[src/design/bid_pkg.sv]
`timescale 1ns / 1ps

package bid_pkg;

	typedef enum logic [2:0] {
		ST_CLEAR,
		ST_IDLE,
		ST_READ,
		ST_WAIT,
		ST_CALC
	} bid_state_t;

	typedef struct packed {
		logic [7:0] tl;
		logic [7:0] tr;
		logic [7:0] bl;
		logic [7:0] br;
	} bid_quad_t;

	typedef struct packed {
		logic [5:0] col;
		logic [5:0] row;
		logic       last;
	} bid_tag_t;

endpackage

[src/design/bid_line_store.sv]
`timescale 1ns / 1ps

module bid_line_store #(
	parameter int DEPTH = 320,
	parameter int AW    = 9
) (
	input  logic          clk,
	input  logic          we,
	input  logic [AW-1:0] waddr,
	input  logic [7:0]    wdata,
	input  logic          re,
	input  logic [AW-1:0] raddr,
	output logic [7:0]    rdata
);

	logic [7:0] mem [DEPTH];

	always_ff @(posedge clk) begin
		if (we) begin
			mem[waddr] <= wdata;
		end
		if (re) begin
			rdata <= mem[raddr];
		end
	end

endmodule

[src/design/bid_axis.sv]
`timescale 1ns / 1ps

module bid_axis #(
	parameter int LEN      = 320,
	parameter int OUT_SIZE = 50,
	parameter int PW       = 9
) (
	input  logic                              clk,
	input  logic                              arst_n,
	input  logic                              en,
	input  logic                              restart,
	input  logic                              step,
	input  logic                              reload,
	input  logic [PW-1:0]                     pos,
	output logic [$clog2(OUT_SIZE+1)-1:0]     idx,
	output logic [$clog2(2*OUT_SIZE)-1:0]     frac,
	output logic                              hit
);

	localparam int W    = 2 * OUT_SIZE;
	localparam int FW   = $clog2(W);
	localparam int IW   = $clog2(OUT_SIZE + 1);
	localparam int TW   = $clog2(2 * LEN) + 1;
	localparam int NUM0 = LEN - OUT_SIZE;
	localparam int B0   = NUM0 / W;
	localparam int F0   = NUM0 % W;
	localparam int BI   = (2 * LEN) / W;
	localparam int FI   = (2 * LEN) % W;

	logic [IW-1:0] idx_q;
	logic [TW-1:0] base_q;
	logic [FW-1:0] frac_q;
	logic [TW-1:0] base;
	logic [TW-1:0] trig;
	logic [FW:0]   fsum;
	logic          wrap;
	logic [FW-1:0] nfrac;
	logic [TW-1:0] nbase;

	always_comb begin
		idx   = restart ? '0 : idx_q;
		base  = restart ? TW'(B0) : base_q;
		frac  = restart ? FW'(F0) : frac_q;
		trig  = base + TW'(frac != '0);
		hit   = (idx < IW'(OUT_SIZE)) && (trig == TW'(pos));
		fsum  = {1'b0, frac} + (FW+1)'(FI);
		wrap  = fsum >= (FW+1)'(W);
		nfrac = wrap ? FW'(fsum - (FW+1)'(W)) : fsum[FW-1:0];
		nbase = base + TW'(BI) + TW'(wrap);
	end

	always_ff @(posedge clk or negedge arst_n) begin
		if (!arst_n) begin
			idx_q  <= '0;
			base_q <= TW'(B0);
			frac_q <= FW'(F0);
		end else if (en) begin
			if (reload) begin
				idx_q  <= '0;
				base_q <= TW'(B0);
				frac_q <= FW'(F0);
			end else if (step) begin
				idx_q  <= idx + IW'(1);
				base_q <= nbase;
				frac_q <= nfrac;
			end else begin
				idx_q  <= idx;
				base_q <= base;
				frac_q <= frac;
			end
		end
	end

endmodule

[src/design/bid_interp.sv]
`timescale 1ns / 1ps

module bid_interp #(
	parameter int OUT_SIZE = 50
) (
	input  logic                              clk,
	input  logic                              arst_n,
	input  logic                              start,
	input  bid_pkg::bid_quad_t                quad,
	input  logic [$clog2(2*OUT_SIZE)-1:0]     fx,
	input  logic [$clog2(2*OUT_SIZE)-1:0]     fy,
	input  bid_pkg::bid_tag_t                 tag,
	output logic                              done,
	output logic [7:0]                        value,
	output bid_pkg::bid_tag_t                 tag_out
);

	import bid_pkg::*;

	localparam int W    = 2 * OUT_SIZE;
	localparam int FW   = $clog2(W);
	localparam int D    = W * W;
	localparam int TOPW = $clog2(W * 255 + 1);
	localparam int NW   = $clog2(D * 255 + 1);
	localparam int S    = NW;
	localparam int M    = (2 ** S) / D;
	localparam int MW   = $clog2(M + 1);
	localparam int PW   = NW + MW;

	logic            v_s1, v_s2, v_s3, v_s4, v_s5, v_s6;
	bid_tag_t        tag_s1, tag_s2, tag_s3, tag_s4, tag_s5, tag_s6;
	logic [TOPW-1:0] top_s1, bot_s1;
	logic [FW-1:0]   fy_s1;
	logic [NW-1:0]   n_s2, n_s3, n_s4, n_s5;
	logic [PW-1:0]   p_s3;
	logic [7:0]      q_s4, q_s5;
	logic [NW-1:0]   qd_s5;
	logic [7:0]      val_s6;
	logic [FW:0]     wfx;
	logic [FW:0]     wfy;
	logic [NW-1:0]   rem;

	always_comb begin
		wfx = (FW+1)'(W) - {1'b0, fx};
		wfy = (FW+1)'(W) - {1'b0, fy_s1};
		rem = n_s5 - qd_s5;
	end

	always_ff @(posedge clk or negedge arst_n) begin
		if (!arst_n) begin
			v_s1 <= 1'b0;
			v_s2 <= 1'b0;
			v_s3 <= 1'b0;
			v_s4 <= 1'b0;
			v_s5 <= 1'b0;
			v_s6 <= 1'b0;
		end else begin
			v_s1 <= start;
			v_s2 <= v_s1;
			v_s3 <= v_s2;
			v_s4 <= v_s3;
			v_s5 <= v_s4;
			v_s6 <= v_s5;
		end
	end

	always_ff @(posedge clk) begin
		top_s1 <= TOPW'(wfx) * TOPW'(quad.tl) + TOPW'(fx) * TOPW'(quad.tr);
		bot_s1 <= TOPW'(wfx) * TOPW'(quad.bl) + TOPW'(fx) * TOPW'(quad.br);
		fy_s1  <= fy;
		tag_s1 <= tag;

		n_s2   <= NW'(wfy) * NW'(top_s1) + NW'(fy_s1) * NW'(bot_s1);
		tag_s2 <= tag_s1;

		p_s3   <= PW'(n_s2) * PW'(M);
		n_s3   <= n_s2;
		tag_s3 <= tag_s2;

		q_s4   <= p_s3[S +: 8];
		n_s4   <= n_s3;
		tag_s4 <= tag_s3;

		qd_s5  <= NW'(q_s4) * NW'(D);
		q_s5   <= q_s4;
		n_s5   <= n_s4;
		tag_s5 <= tag_s4;

		val_s6 <= (rem >= NW'(D)) ? q_s5 + 8'd1 : q_s5;
		tag_s6 <= tag_s5;
	end

	assign done    = v_s6;
	assign value   = val_s6;
	assign tag_out = tag_s6;

endmodule

[src/design/bilinear_image_downscaler_top.sv]
// Flow: a pixel that completes an output is registered with its weights, its quad is then
//   registered from the line store read, the FSM waits for a free output slot, and the
//   6-stage multiply/divide unit then feeds the registered out_valid beat. A new pixel is
//   taken only in idle, after the previous pixel and any output it completes are through.
// Reset: arst_n clears counters and control; then the line store is swept to zero,
//   one entry per cycle over all IN_WIDTH entries, before the first pixel is taken.
`timescale 1ns / 1ps

module bilinear_image_downscaler_top #(
	parameter int IN_WIDTH  = 320,
	parameter int IN_HEIGHT = 240,
	parameter int OUT_SIZE  = 50
) (
	input  logic       clk,
	input  logic       arst_n,
	input  logic       valid,
	output logic       ready,
	input  logic [7:0] pixel,
	input  logic       frame_start,
	output logic       out_valid,
	input  logic       out_ready,
	output logic [7:0] out_pixel,
	output logic [5:0] out_col,
	output logic [5:0] out_row,
	output logic       last
);

	import bid_pkg::*;

	localparam int CW = $clog2(IN_WIDTH);
	localparam int RW = $clog2(IN_HEIGHT);
	localparam int FW = $clog2(2 * OUT_SIZE);
	localparam int IW = $clog2(OUT_SIZE + 1);

	bid_state_t    state_q, state_d;
	logic [CW-1:0] clr_q;
	logic [CW-1:0] src_col_q;
	logic [RW-1:0] src_row_q;
	logic [7:0]    left_cur_q, left_prev_q;

	logic          accept;
	logic [CW-1:0] c;
	logic [RW-1:0] r;
	logic          eol, eof;
	logic          col_hit, row_hit;
	logic [IW-1:0] col_idx, row_idx;
	logic [FW-1:0] fx, fy;

	logic          mem_we;
	logic [CW-1:0] mem_waddr;
	logic [7:0]    mem_wdata;
	logic [7:0]    up;

	logic [7:0]    pix_s1;
	logic [FW-1:0] fx_s1, fy_s1;
	logic          emit_s1;
	bid_tag_t      tag_s1;
	bid_quad_t     quad_d, quad_q;

	logic          slot_free;
	logic          start;
	logic          done;
	logic [7:0]    value;
	bid_tag_t      tag_out;

	logic          out_valid_q;
	logic [7:0]    out_pixel_q;
	bid_tag_t      out_tag_q;

	assign accept = valid && ready;
	assign c      = frame_start ? '0 : src_col_q;
	assign r      = frame_start ? '0 : src_row_q;
	assign eol    = c == CW'(IN_WIDTH - 1);
	assign eof    = r == RW'(IN_HEIGHT - 1);

	bid_axis #(.LEN(IN_WIDTH), .OUT_SIZE(OUT_SIZE), .PW(CW)) u_col (
		.clk     (clk),
		.arst_n  (arst_n),
		.en      (accept),
		.restart (frame_start),
		.step    (col_hit),
		.reload  (eol),
		.pos     (c),
		.idx     (col_idx),
		.frac    (fx),
		.hit     (col_hit)
	);

	bid_axis #(.LEN(IN_HEIGHT), .OUT_SIZE(OUT_SIZE), .PW(RW)) u_row (
		.clk     (clk),
		.arst_n  (arst_n),
		.en      (accept),
		.restart (frame_start),
		.step    (eol && row_hit),
		.reload  (eol && eof),
		.pos     (r),
		.idx     (row_idx),
		.frac    (fy),
		.hit     (row_hit)
	);

	always_comb begin
		mem_we    = (state_q == ST_CLEAR) || accept;
		mem_waddr = (state_q == ST_CLEAR) ? clr_q : c;
		mem_wdata = (state_q == ST_CLEAR) ? 8'd0 : pixel;
	end

	bid_line_store #(.DEPTH(IN_WIDTH), .AW(CW)) u_line (
		.clk   (clk),
		.we    (mem_we),
		.waddr (mem_waddr),
		.wdata (mem_wdata),
		.re    (accept),
		.raddr (c),
		.rdata (up)
	);

	always_comb begin
		quad_d.br = pix_s1;
		quad_d.bl = (fx_s1 != '0) ? left_cur_q : pix_s1;
		quad_d.tl = (fx_s1 != '0) ? left_prev_q : up;
		quad_d.tr = up;
		if (fy_s1 == '0) begin
			quad_d.tl = quad_d.bl;
			quad_d.tr = quad_d.br;
		end
	end

	assign slot_free = !out_valid_q || out_ready;

	always_comb begin
		state_d = state_q;
		ready   = 1'b0;
		start   = 1'b0;
		unique case (state_q)
			ST_CLEAR: begin
				if (clr_q == CW'(IN_WIDTH - 1)) begin
					state_d = ST_IDLE;
				end
			end
			ST_IDLE: begin
				ready = 1'b1;
				if (valid) begin
					state_d = ST_READ;
				end
			end
			ST_READ: begin
				state_d = emit_s1 ? ST_WAIT : ST_IDLE;
			end
			ST_WAIT: begin
				if (slot_free) begin
					start   = 1'b1;
					state_d = ST_CALC;
				end
			end
			ST_CALC: begin
				if (done) begin
					state_d = ST_IDLE;
				end
			end
			default: state_d = ST_CLEAR;
		endcase
	end

	always_ff @(posedge clk or negedge arst_n) begin
		if (!arst_n) begin
			state_q <= ST_CLEAR;
		end else begin
			state_q <= state_d;
		end
	end

	always_ff @(posedge clk or negedge arst_n) begin
		if (!arst_n) begin
			clr_q       <= '0;
			src_col_q   <= '0;
			src_row_q   <= '0;
			left_cur_q  <= '0;
			left_prev_q <= '0;
			emit_s1     <= 1'b0;
		end else begin
			if (state_q == ST_CLEAR) begin
				clr_q <= clr_q + CW'(1);
			end
			if (accept) begin
				emit_s1 <= col_hit && row_hit;
				if (eol) begin
					src_col_q <= '0;
					src_row_q <= eof ? '0 : r + RW'(1);
				end else begin
					src_col_q <= c + CW'(1);
					src_row_q <= r;
				end
			end
			if (state_q == ST_READ) begin
				left_prev_q <= up;
				left_cur_q  <= pix_s1;
			end
		end
	end

	always_ff @(posedge clk) begin
		if (accept) begin
			pix_s1      <= pixel;
			fx_s1       <= fx;
			fy_s1       <= fy;
			tag_s1.col  <= 6'(col_idx);
			tag_s1.row  <= 6'(row_idx);
			tag_s1.last <= (col_idx == IW'(OUT_SIZE - 1)) && (row_idx == IW'(OUT_SIZE - 1));
		end
		if (state_q == ST_READ) begin
			quad_q <= quad_d;
		end
	end

	bid_interp #(.OUT_SIZE(OUT_SIZE)) u_interp (
		.clk     (clk),
		.arst_n  (arst_n),
		.start   (start),
		.quad    (quad_q),
		.fx      (fx_s1),
		.fy      (fy_s1),
		.tag     (tag_s1),
		.done    (done),
		.value   (value),
		.tag_out (tag_out)
	);

	always_ff @(posedge clk or negedge arst_n) begin
		if (!arst_n) begin
			out_valid_q <= 1'b0;
		end else if (done) begin
			out_valid_q <= 1'b1;
		end else if (out_ready) begin
			out_valid_q <= 1'b0;
		end
	end

	always_ff @(posedge clk) begin
		if (done) begin
			out_pixel_q <= value;
			out_tag_q   <= tag_out;
		end
	end

	assign out_valid = out_valid_q;
	assign out_pixel = out_pixel_q;
	assign out_col   = out_tag_q.col;
	assign out_row   = out_tag_q.row;
	assign last      = out_tag_q.last;

endmodule

[config.mk]
export PLATFORM = sky130hd
export DESIGN_NAME = bilinear_image_downscaler_top
export DESIGN_NICKNAME = d
export VERILOG_FILES = /design/src/design/bid_pkg.sv /design/src/design/bid_line_store.sv /design/src/design/bid_axis.sv /design/src/design/bid_interp.sv /design/src/design/bilinear_image_downscaler_top.sv
export SDC_FILE = /design/constraint.sdc
export NUM_CORES = 2
export LEC_CHECK = 0
export ABC_AREA = 1
export BUFFER_PORTS_ARGS = -buffer_cell sky130_fd_sc_hd__buf_2
export CELL_PAD_IN_SITES_DETAIL_PLACEMENT = 1
export CELL_PAD_IN_SITES_GLOBAL_PLACEMENT = 2
export CORE_MARGIN = 1.5
export CORE_UTILIZATION = 43
export DETAILED_ROUTE_END_ITERATION = 10
export GPL_TIMING_DRIVEN = 0
export PLACE_DENSITY = 0.87
export SLEW_MARGIN = 40
export SYNTH_ARGS = -nofsm -noshare
export SYNTH_HDL_FRONTEND = slang
export SYNTH_SLANG_ARGS = --single-unit
[constraint.sdc]
create_clock -name clk -period 14.4 [get_ports clk]
set_input_delay 1.44 -clock clk [delete_from_list [all_inputs] [get_ports clk]]
set_output_delay 1.44 -clock clk [all_outputs]
set_load 0.01 [all_outputs]
## Word-level counts from Yosys, hierarchy flattened

Memory sizes are Yosys's and may differ from the RTL's. A register that Yosys moved wholly into a read port is not among the register bits.
Cells that the tools add are included.

| word-level totals | value |
|---|---|
| register bits after elaboration | 463 |
| bits in writable memories | 2560 |
| input port bits | 13 |
| output and inout bits | 23 |
| logic and storage cells | 176 |
| memories kept | 1 |

Memories:

| memory | depth | width | rd ports | clocked after memory_dff | wr ports | line | source |
|---|---|---|---|---|---|---|---|
| u_line.mem | 320 | 8 | 1 | 1 | 1 | bid_line_store.sv:16 | `logic [7:0] mem [DEPTH];` |

| operators by class | value |
|---|---|
| add/subtract/negate cells | 22 |
| multiply operators | 8 |
| magnitude comparators | 5 |
| equal/unequal tests | 15 |
| mux-type cells | 44 |
| reduce and logical (&&, ||, !) cells | 17 |

Operator list:

| cell | count |
|---|---|
| two-way mux 7 bit | 8 |
| two-way mux 8 bit | 7 |
| two-way mux 6 bit | 6 |
| two-way mux 11 bit | 3 |
| adder 15 bit | 2 |
| multiplier 22 x 9 -> 30 bit, second input constant | 1 |
| multiplier 7 x 8 -> 15 bit | 2 |
| multiplier 8 x 8 -> 15 bit | 2 |
| two-way mux 10 bit | 3 |
| two-way mux 9 bit | 3 |
| adder 11 x 1 -> 11 bit | 2 |
| adder 22 bit | 1 |
| >= comparator 22 x 14 -> 1 bit, second input constant | 1 |
| multiplier 7 x 15 -> 22 bit | 1 |
| multiplier 8 x 15 -> 22 bit | 1 |
| subtractor 22 bit | 1 |
| nonzero test 7 bit | 3 |
| adder 10 x 1 -> 10 bit | 2 |
| adder 9 x 1 -> 9 bit, second input constant | 2 |
| equality test 9 bit, second input constant | 2 |
| multiplier 8 x 10 -> 18 bit, second input constant | 1 |
| adder 8 x 1 -> 8 bit, second input constant | 2 |
| >= comparator 8 x 7 -> 1 bit, second input constant | 2 |
| two-way mux 16 bit | 1 |
| 28 further kinds | 52 |

## Depth between registers and ports, before layout

| depth | value |
|---|---|
| depth after elaboration | 8 |
| gate-level depth with buffers | 31 |

## Hierarchy

A second synthesis with hierarchy kept.

| second synthesis, totals | value |
|---|---|
| cells, all modules | 12859 |
| area total of the unflattened synthesis | 139711.5 µm² |

Modules (own cells, without submodules):

| module | times used | cells an instance | area an instance (µm²) |
|---|---|---|---|
| bid_line_store | 1 | 8568 | 103490.5 |
| bid_interp | 1 | 3157 | 26509.2 |
| bilinear_image_downscaler_top | 1 | 522 | 5642.9 |
| bid_axis at u_col | 1 | 335 | 2173.3 |
| bid_axis at u_row | 1 | 277 | 1895.6 |

## Least setup slack after synthesis

OpenSTA, ideal clock, no wires.

| timing | value |
|---|---|
| path kind | input-to-reg |
| from | input pixel[0] |
| to | memory u_line.mem[0][0], data pin |
| library setup time | 1.691 ns |
| arrival | 8.773 ns |
| data required time | 12.709 ns |
| slack | 3.936 ns |
| cell stages on the path | 2 |
| path through | inv_1 nor2_1 |

| on the way | value |
|---|---|
| longest elaborated chain between the ends | 1 |

Ends and longest elaborated chain:

| what | line | source |
|---|---|---|
| start: declaration | bilinear_image_downscaler_top.sv:18 | `input logic [7:0] pixel,` |
| two-way mux 8 bit | bilinear_image_downscaler_top.sv:105 | `mem_wdata = (state_q == ST_CLEAR) ? 8'd0 : pixel;` |
| via mem_wdata[0] | bilinear_image_downscaler_top.sv:51 | `logic [7:0] mem_wdata;` |
| end: declaration | bid_line_store.sv:16 |  |

The timed path passes the listed nets, and every way through them passes these cells.

## Worst setup path in the final report

| timing | value |
|---|---|
| from | register fx_s1[1] |
| to | register u_interp.bot_s1[14] |

| on the way | value |
|---|---|
| longest elaborated chain between the ends | 3 |
| elaborated cells between the ends (all ways) | 4 |
| those cells by class | 2 x add/sub; 2 x mul |

Ends and longest elaborated chain:

| what | line | source |
|---|---|---|
| start: declaration | bilinear_image_downscaler_top.sv:55 | `logic [FW-1:0] fx_s1, fy_s1;` |
| start signal: assignment | bilinear_image_downscaler_top.sv:205 | `fx_s1 <= fx;` |
| subtractor 7 x 7 -> 8 bit | bid_interp.sv:44 | `wfx = (FW+1)'(W) - {1'b0, fx};` |
| multiplier 8 x 8 -> 15 bit | bid_interp.sv:69 | `bot_s1 <= TOPW'(wfx) * TOPW'(quad.bl) + TOPW'(fx) * TOPW'(quad.br);` |
| adder 15 bit (*) | bid_interp.sv:69 |  |
| end signal: assignment | bid_interp.sv:69 |  |
| end: declaration | bid_interp.sv:32 | `logic [TOPW-1:0] top_s1, bot_s1;` |

Mark *: on every way between the ends. The rest lies on a longest branch, timed or not.
A chain may end at the register's enable or synchronous reset.

==> results_dict.tcl <==
set metrics [dict create \
    tns_ps 0 \
    worstHoldEndpoint "u_interp.n_s4[9]" \
    synth_top_cell_by_area "edfxtp_1" \
    final_cell_count_no_fill 19243 \
    worstMarginPinSlew_ps 1010 \
    finalWorstSetupSlack_ps 6240 \
    fin_crit_ps 8160 \
    r2r-end "u_interp.bot_s1[14]" \
    seq_area_frac_synth_pct 60.3 \
    finalCritPeriodShare_pct 56.7 \
    dieArea_um2 339000 \
    clkLatencyLatePin_ps 970 \
    place.gp.congestion 0.973 \
    viasPerCell 5.69 \
    routedWlPerCell_um 28.8 \
    min_path_cells 0 \
    grtUsageTotal_pct 32.3 \
    pre_cts_ws_ps 6210 \
    syn_area_um2 144000 \
    worstSetupEndpointType "register" \
    rows 212 \
    route.detailed.drc 0 \
    yosysWarnings 0 \
    drv_cap 0 \
    cp_max_fo 10 \
    grt_pass1_vias 111947 \
    avgSynthCellArea_um2 10.3 \
    grt_max_degree 59 \
    wl_met3_um 55300 \
    die_y_um 582 \
    ctsHoldBuffers 0 \
    die_w_um 582 \
    synth_area_leaders "edfxtp_1 (55%), nand2_1 (8.1%), inv_1 (5.9%)" \
    drt-met1-wl_um 210000 \
    cts_htree_levels 5 \
    port_buffers 34 \
    tritoncts "yes" \
    ctsResizeCount 0 \
    dr.pass1.iters 8 \
    path_class "reg2reg" \
    cts_setup_buffers 0 \
    finalSetupViolations 0 \
    layout-drive-gt1-share_pct 9.22 \
    syn2layout_area_growth_pct 14.2 \
    slew_viol_final 0 \
    synth_flop_cell "edfxtp_1" \
    postSynthCellCount 14032 \
    syn_nets 14812 \
    ios 36 \
    place_inst 18618 \
    critPathLaunchType "register" \
    critPathArrivalTime_ps 8960 \
    grt_overflow 0 \
    drt.antenna.violating_nets 0 \
    timing.slew.headroom_pct 32.8 \
    routed_wl_um 554000 \
    status "complete, no violations" \
    initial_core_util_pct 43.2 \
    clockBufferDepth 4 \
    clkTransAtPathRegs_ps 70 \
    synth_seq_cells 2993 \
    cts-root-buf "clkbuf_16" \
    critPathMaxStageDelay_ps 590 \
    async_flop_share_pct 3.34 \
    synth_top_area_share_pct 55.3 \
    ff2ff_path_depth 29 \
    numCtsBuffers 330 \
    layout.nets 15343 \
    rsz0062_at_grt "false" \
    highest_layer "met5" \
    core-area_um2 334000 \
    finalClockSkew_ps 54.3 \
    hold_viol 0 \
    r2r-start "fx_s1[1]" \
    max_freq_mhz 123 \
    final_util_pct 49.4 \
    via_count 109501 \
    hold_path.class "reg2reg" \
    min-delay-start "u_interp.n_s3[9]" \
    wl_met2_um 250000 \
    synth-edff-count 2656 \
    first_iter_violations 12554 \
    critical_path_required_ps 15200 \
    crit_slowest_cell "clkbuf_1" \
    clock-sinks 2993 \
    timing.reg2reg.setup_slack_ps 6240 \
    grt_pass1_wl_um 788000 \
    antenna_found_initial 35 \
    hpwl_um 407000 \
    synth.distinct_cells 60 \
]
-- layout by cell type (no fill, tap or decap), drive strengths merged, types with 2 or more instances in the layout --
master / n
o22ai: 29
or2: 25
nor3: 30
clkinvlp: 12
clkinv: 124
xnor2: 51
o21bai: 6
dfrtp: 91
bufinv: 25
fa: 416
nand3b: 12
a31oi: 4
o21a: 2
clkbuf: 702
edfxtp: 2656
and2: 2
ha: 351
nor2: 1279
nor4: 4
buf: 605
o21ai: 543
diode: 24
o2111ai: 3
xor2: 91
inv: 2327
dfxtp: 237
o211ai: 222
o31ai: 4
a21o: 7
a32o: 2
dfstp: 9
o221ai: 82
nand3: 1583
nand4: 35
nand2: 3115
a21oi: 138
-- synth_stat cells (3+ instances only) --
library cell	number
nand2_1	3099
edfxtp_1	2656
inv_1	2285
nand3_1	1580
nor2_1	1254
o21ai_0	502
fa_1	416
ha_1	351
buf_2	307
clkbuf_1	283
dfxtp_1	237
o211ai_1	220
a21oi_1	138
dfrtp_1	91
xor2_1	91
buf_1	82
o221ai_1	82
xnor2_1	51
o21ai_1	41
nand4_1	35
o22ai_1	29
nor3_1	26
or2_2	24
inv_2	16
nor2_2	16
buf_4	13
nand3b_1	12
nand2_2	11
dfstp_2	9
a21o_1	7
nor2_4	6
o21bai_1	6
nand2_4	5
a31oi_1	4
nor4_1	4
o31ai_1	4
buf_6	3
clkinv_1	3
nor2_8	3
nor3_2	3
o2111ai_1	3
-- metrics by stage --
| stage | hold slack [ps] | area (um2) |
|---|---|---|
| 6_report | 320 | 165000 |
| 5_1_grt | 326 | 165000 |
| 4_1_cts | 322 | 165000 |
| 3_5_place_dp | 313 | 154000 |
| 3_3_place_gp | 311 | 150000 |
| 2_1_floorplan | 310 | 144000 |
-- per-layer routing --
| metal | global-route usage [%] | vias up |
|---|---|---|
| met5 | 0 | - |
| met4 | 19.3 | 8 |
| met3 | 7.27 | 1423 |
| met2 | 50.6 | 5740 |
| met1 | 40.9 | 55332 |
| li1 | - | 46998 |
-- logic make-up (layout without fill, tap and decap cells) --
| family | count (synthesis) | after routing | share of synthesized area (%) |
|---|---|---|---|
| AOI/OAI and AO/OA | 1048 | 1048 | 4.33 |
| DFF | 2993 | 2993 | 60.3 |
| adders and majority gates | 767 | 767 | 8.82 |
| and+or+nand+nor | 6087 | 6087 | 17.6 |
| buffers and inverters | 2995 | 3795 | 8.13 |
| other | 0 | 24 | 0 |
| xor gates and xnor gates | 142 | 142 | 0.862 |
-- sequential cells by signal (all words and copies together) (netlist names), 14 cells and up --
name,cells
u_line.mem,2560
quad_q,32
u_interp.n_s2,22
u_interp.n_s3,18
u_interp.n_s4,18
u_interp.n_s5,18
u_interp.bot_s1,15
u_interp.top_s1,15
u_interp.qd_s5,14
-- worst max-delay path, delay by kind of cell, from the launching register on --
kind | cells | cell delay (ps)
compound gates | 5 | 800
xor+xnor | 1 | 400
fa+ha+maj | 8 | 3670
buf+inv | 6 | 1560
flops | 1 | 330
simple gates | 9 | 1250
-- layout make-up --
| class | instances | area (um2) |
|---|---|---|
| fill | 36486 | 169000 |
| timing repair buffer | 199 | 3640 |
| inverter | 2305 | 8660 |
| tap | 4387 | 5490 |
| sequential | 2993 | 87000 |
| clock inverter | 183 | 1770 |
| multi-input combinational | 8044 | 46200 |
| antenna | 24 | 60.1 |
| clock buffer | 418 | 8850 |
| buffer | 690 | 3180 |
-- how the worst max path moves through the flow --
| stage | from | to | slack (ps) |
|---|---|---|---|
| 6_report | fx_s1[1] | u_interp.bot_s1[14] | 6240 |
| 5_1_grt | fx_s1[1] | u_interp.bot_s1[14] | 5660 |
| 4_1_cts | fx_s1[1] | u_interp.bot_s1[14] | 6170 |
| 3_5_place_dp | fx_s1[1] | u_interp.bot_s1[14] | 6210 |
| 3_3_place_gp | pixel[3] | u_line.mem[151][3] | -10370 |
| 2_1_floorplan | pixel[0] | u_line.mem[0][0] | 3940 |
Power is not shown: default switching activity piles up to over one toggle a cycle in this logic, so the estimate is an artifact.
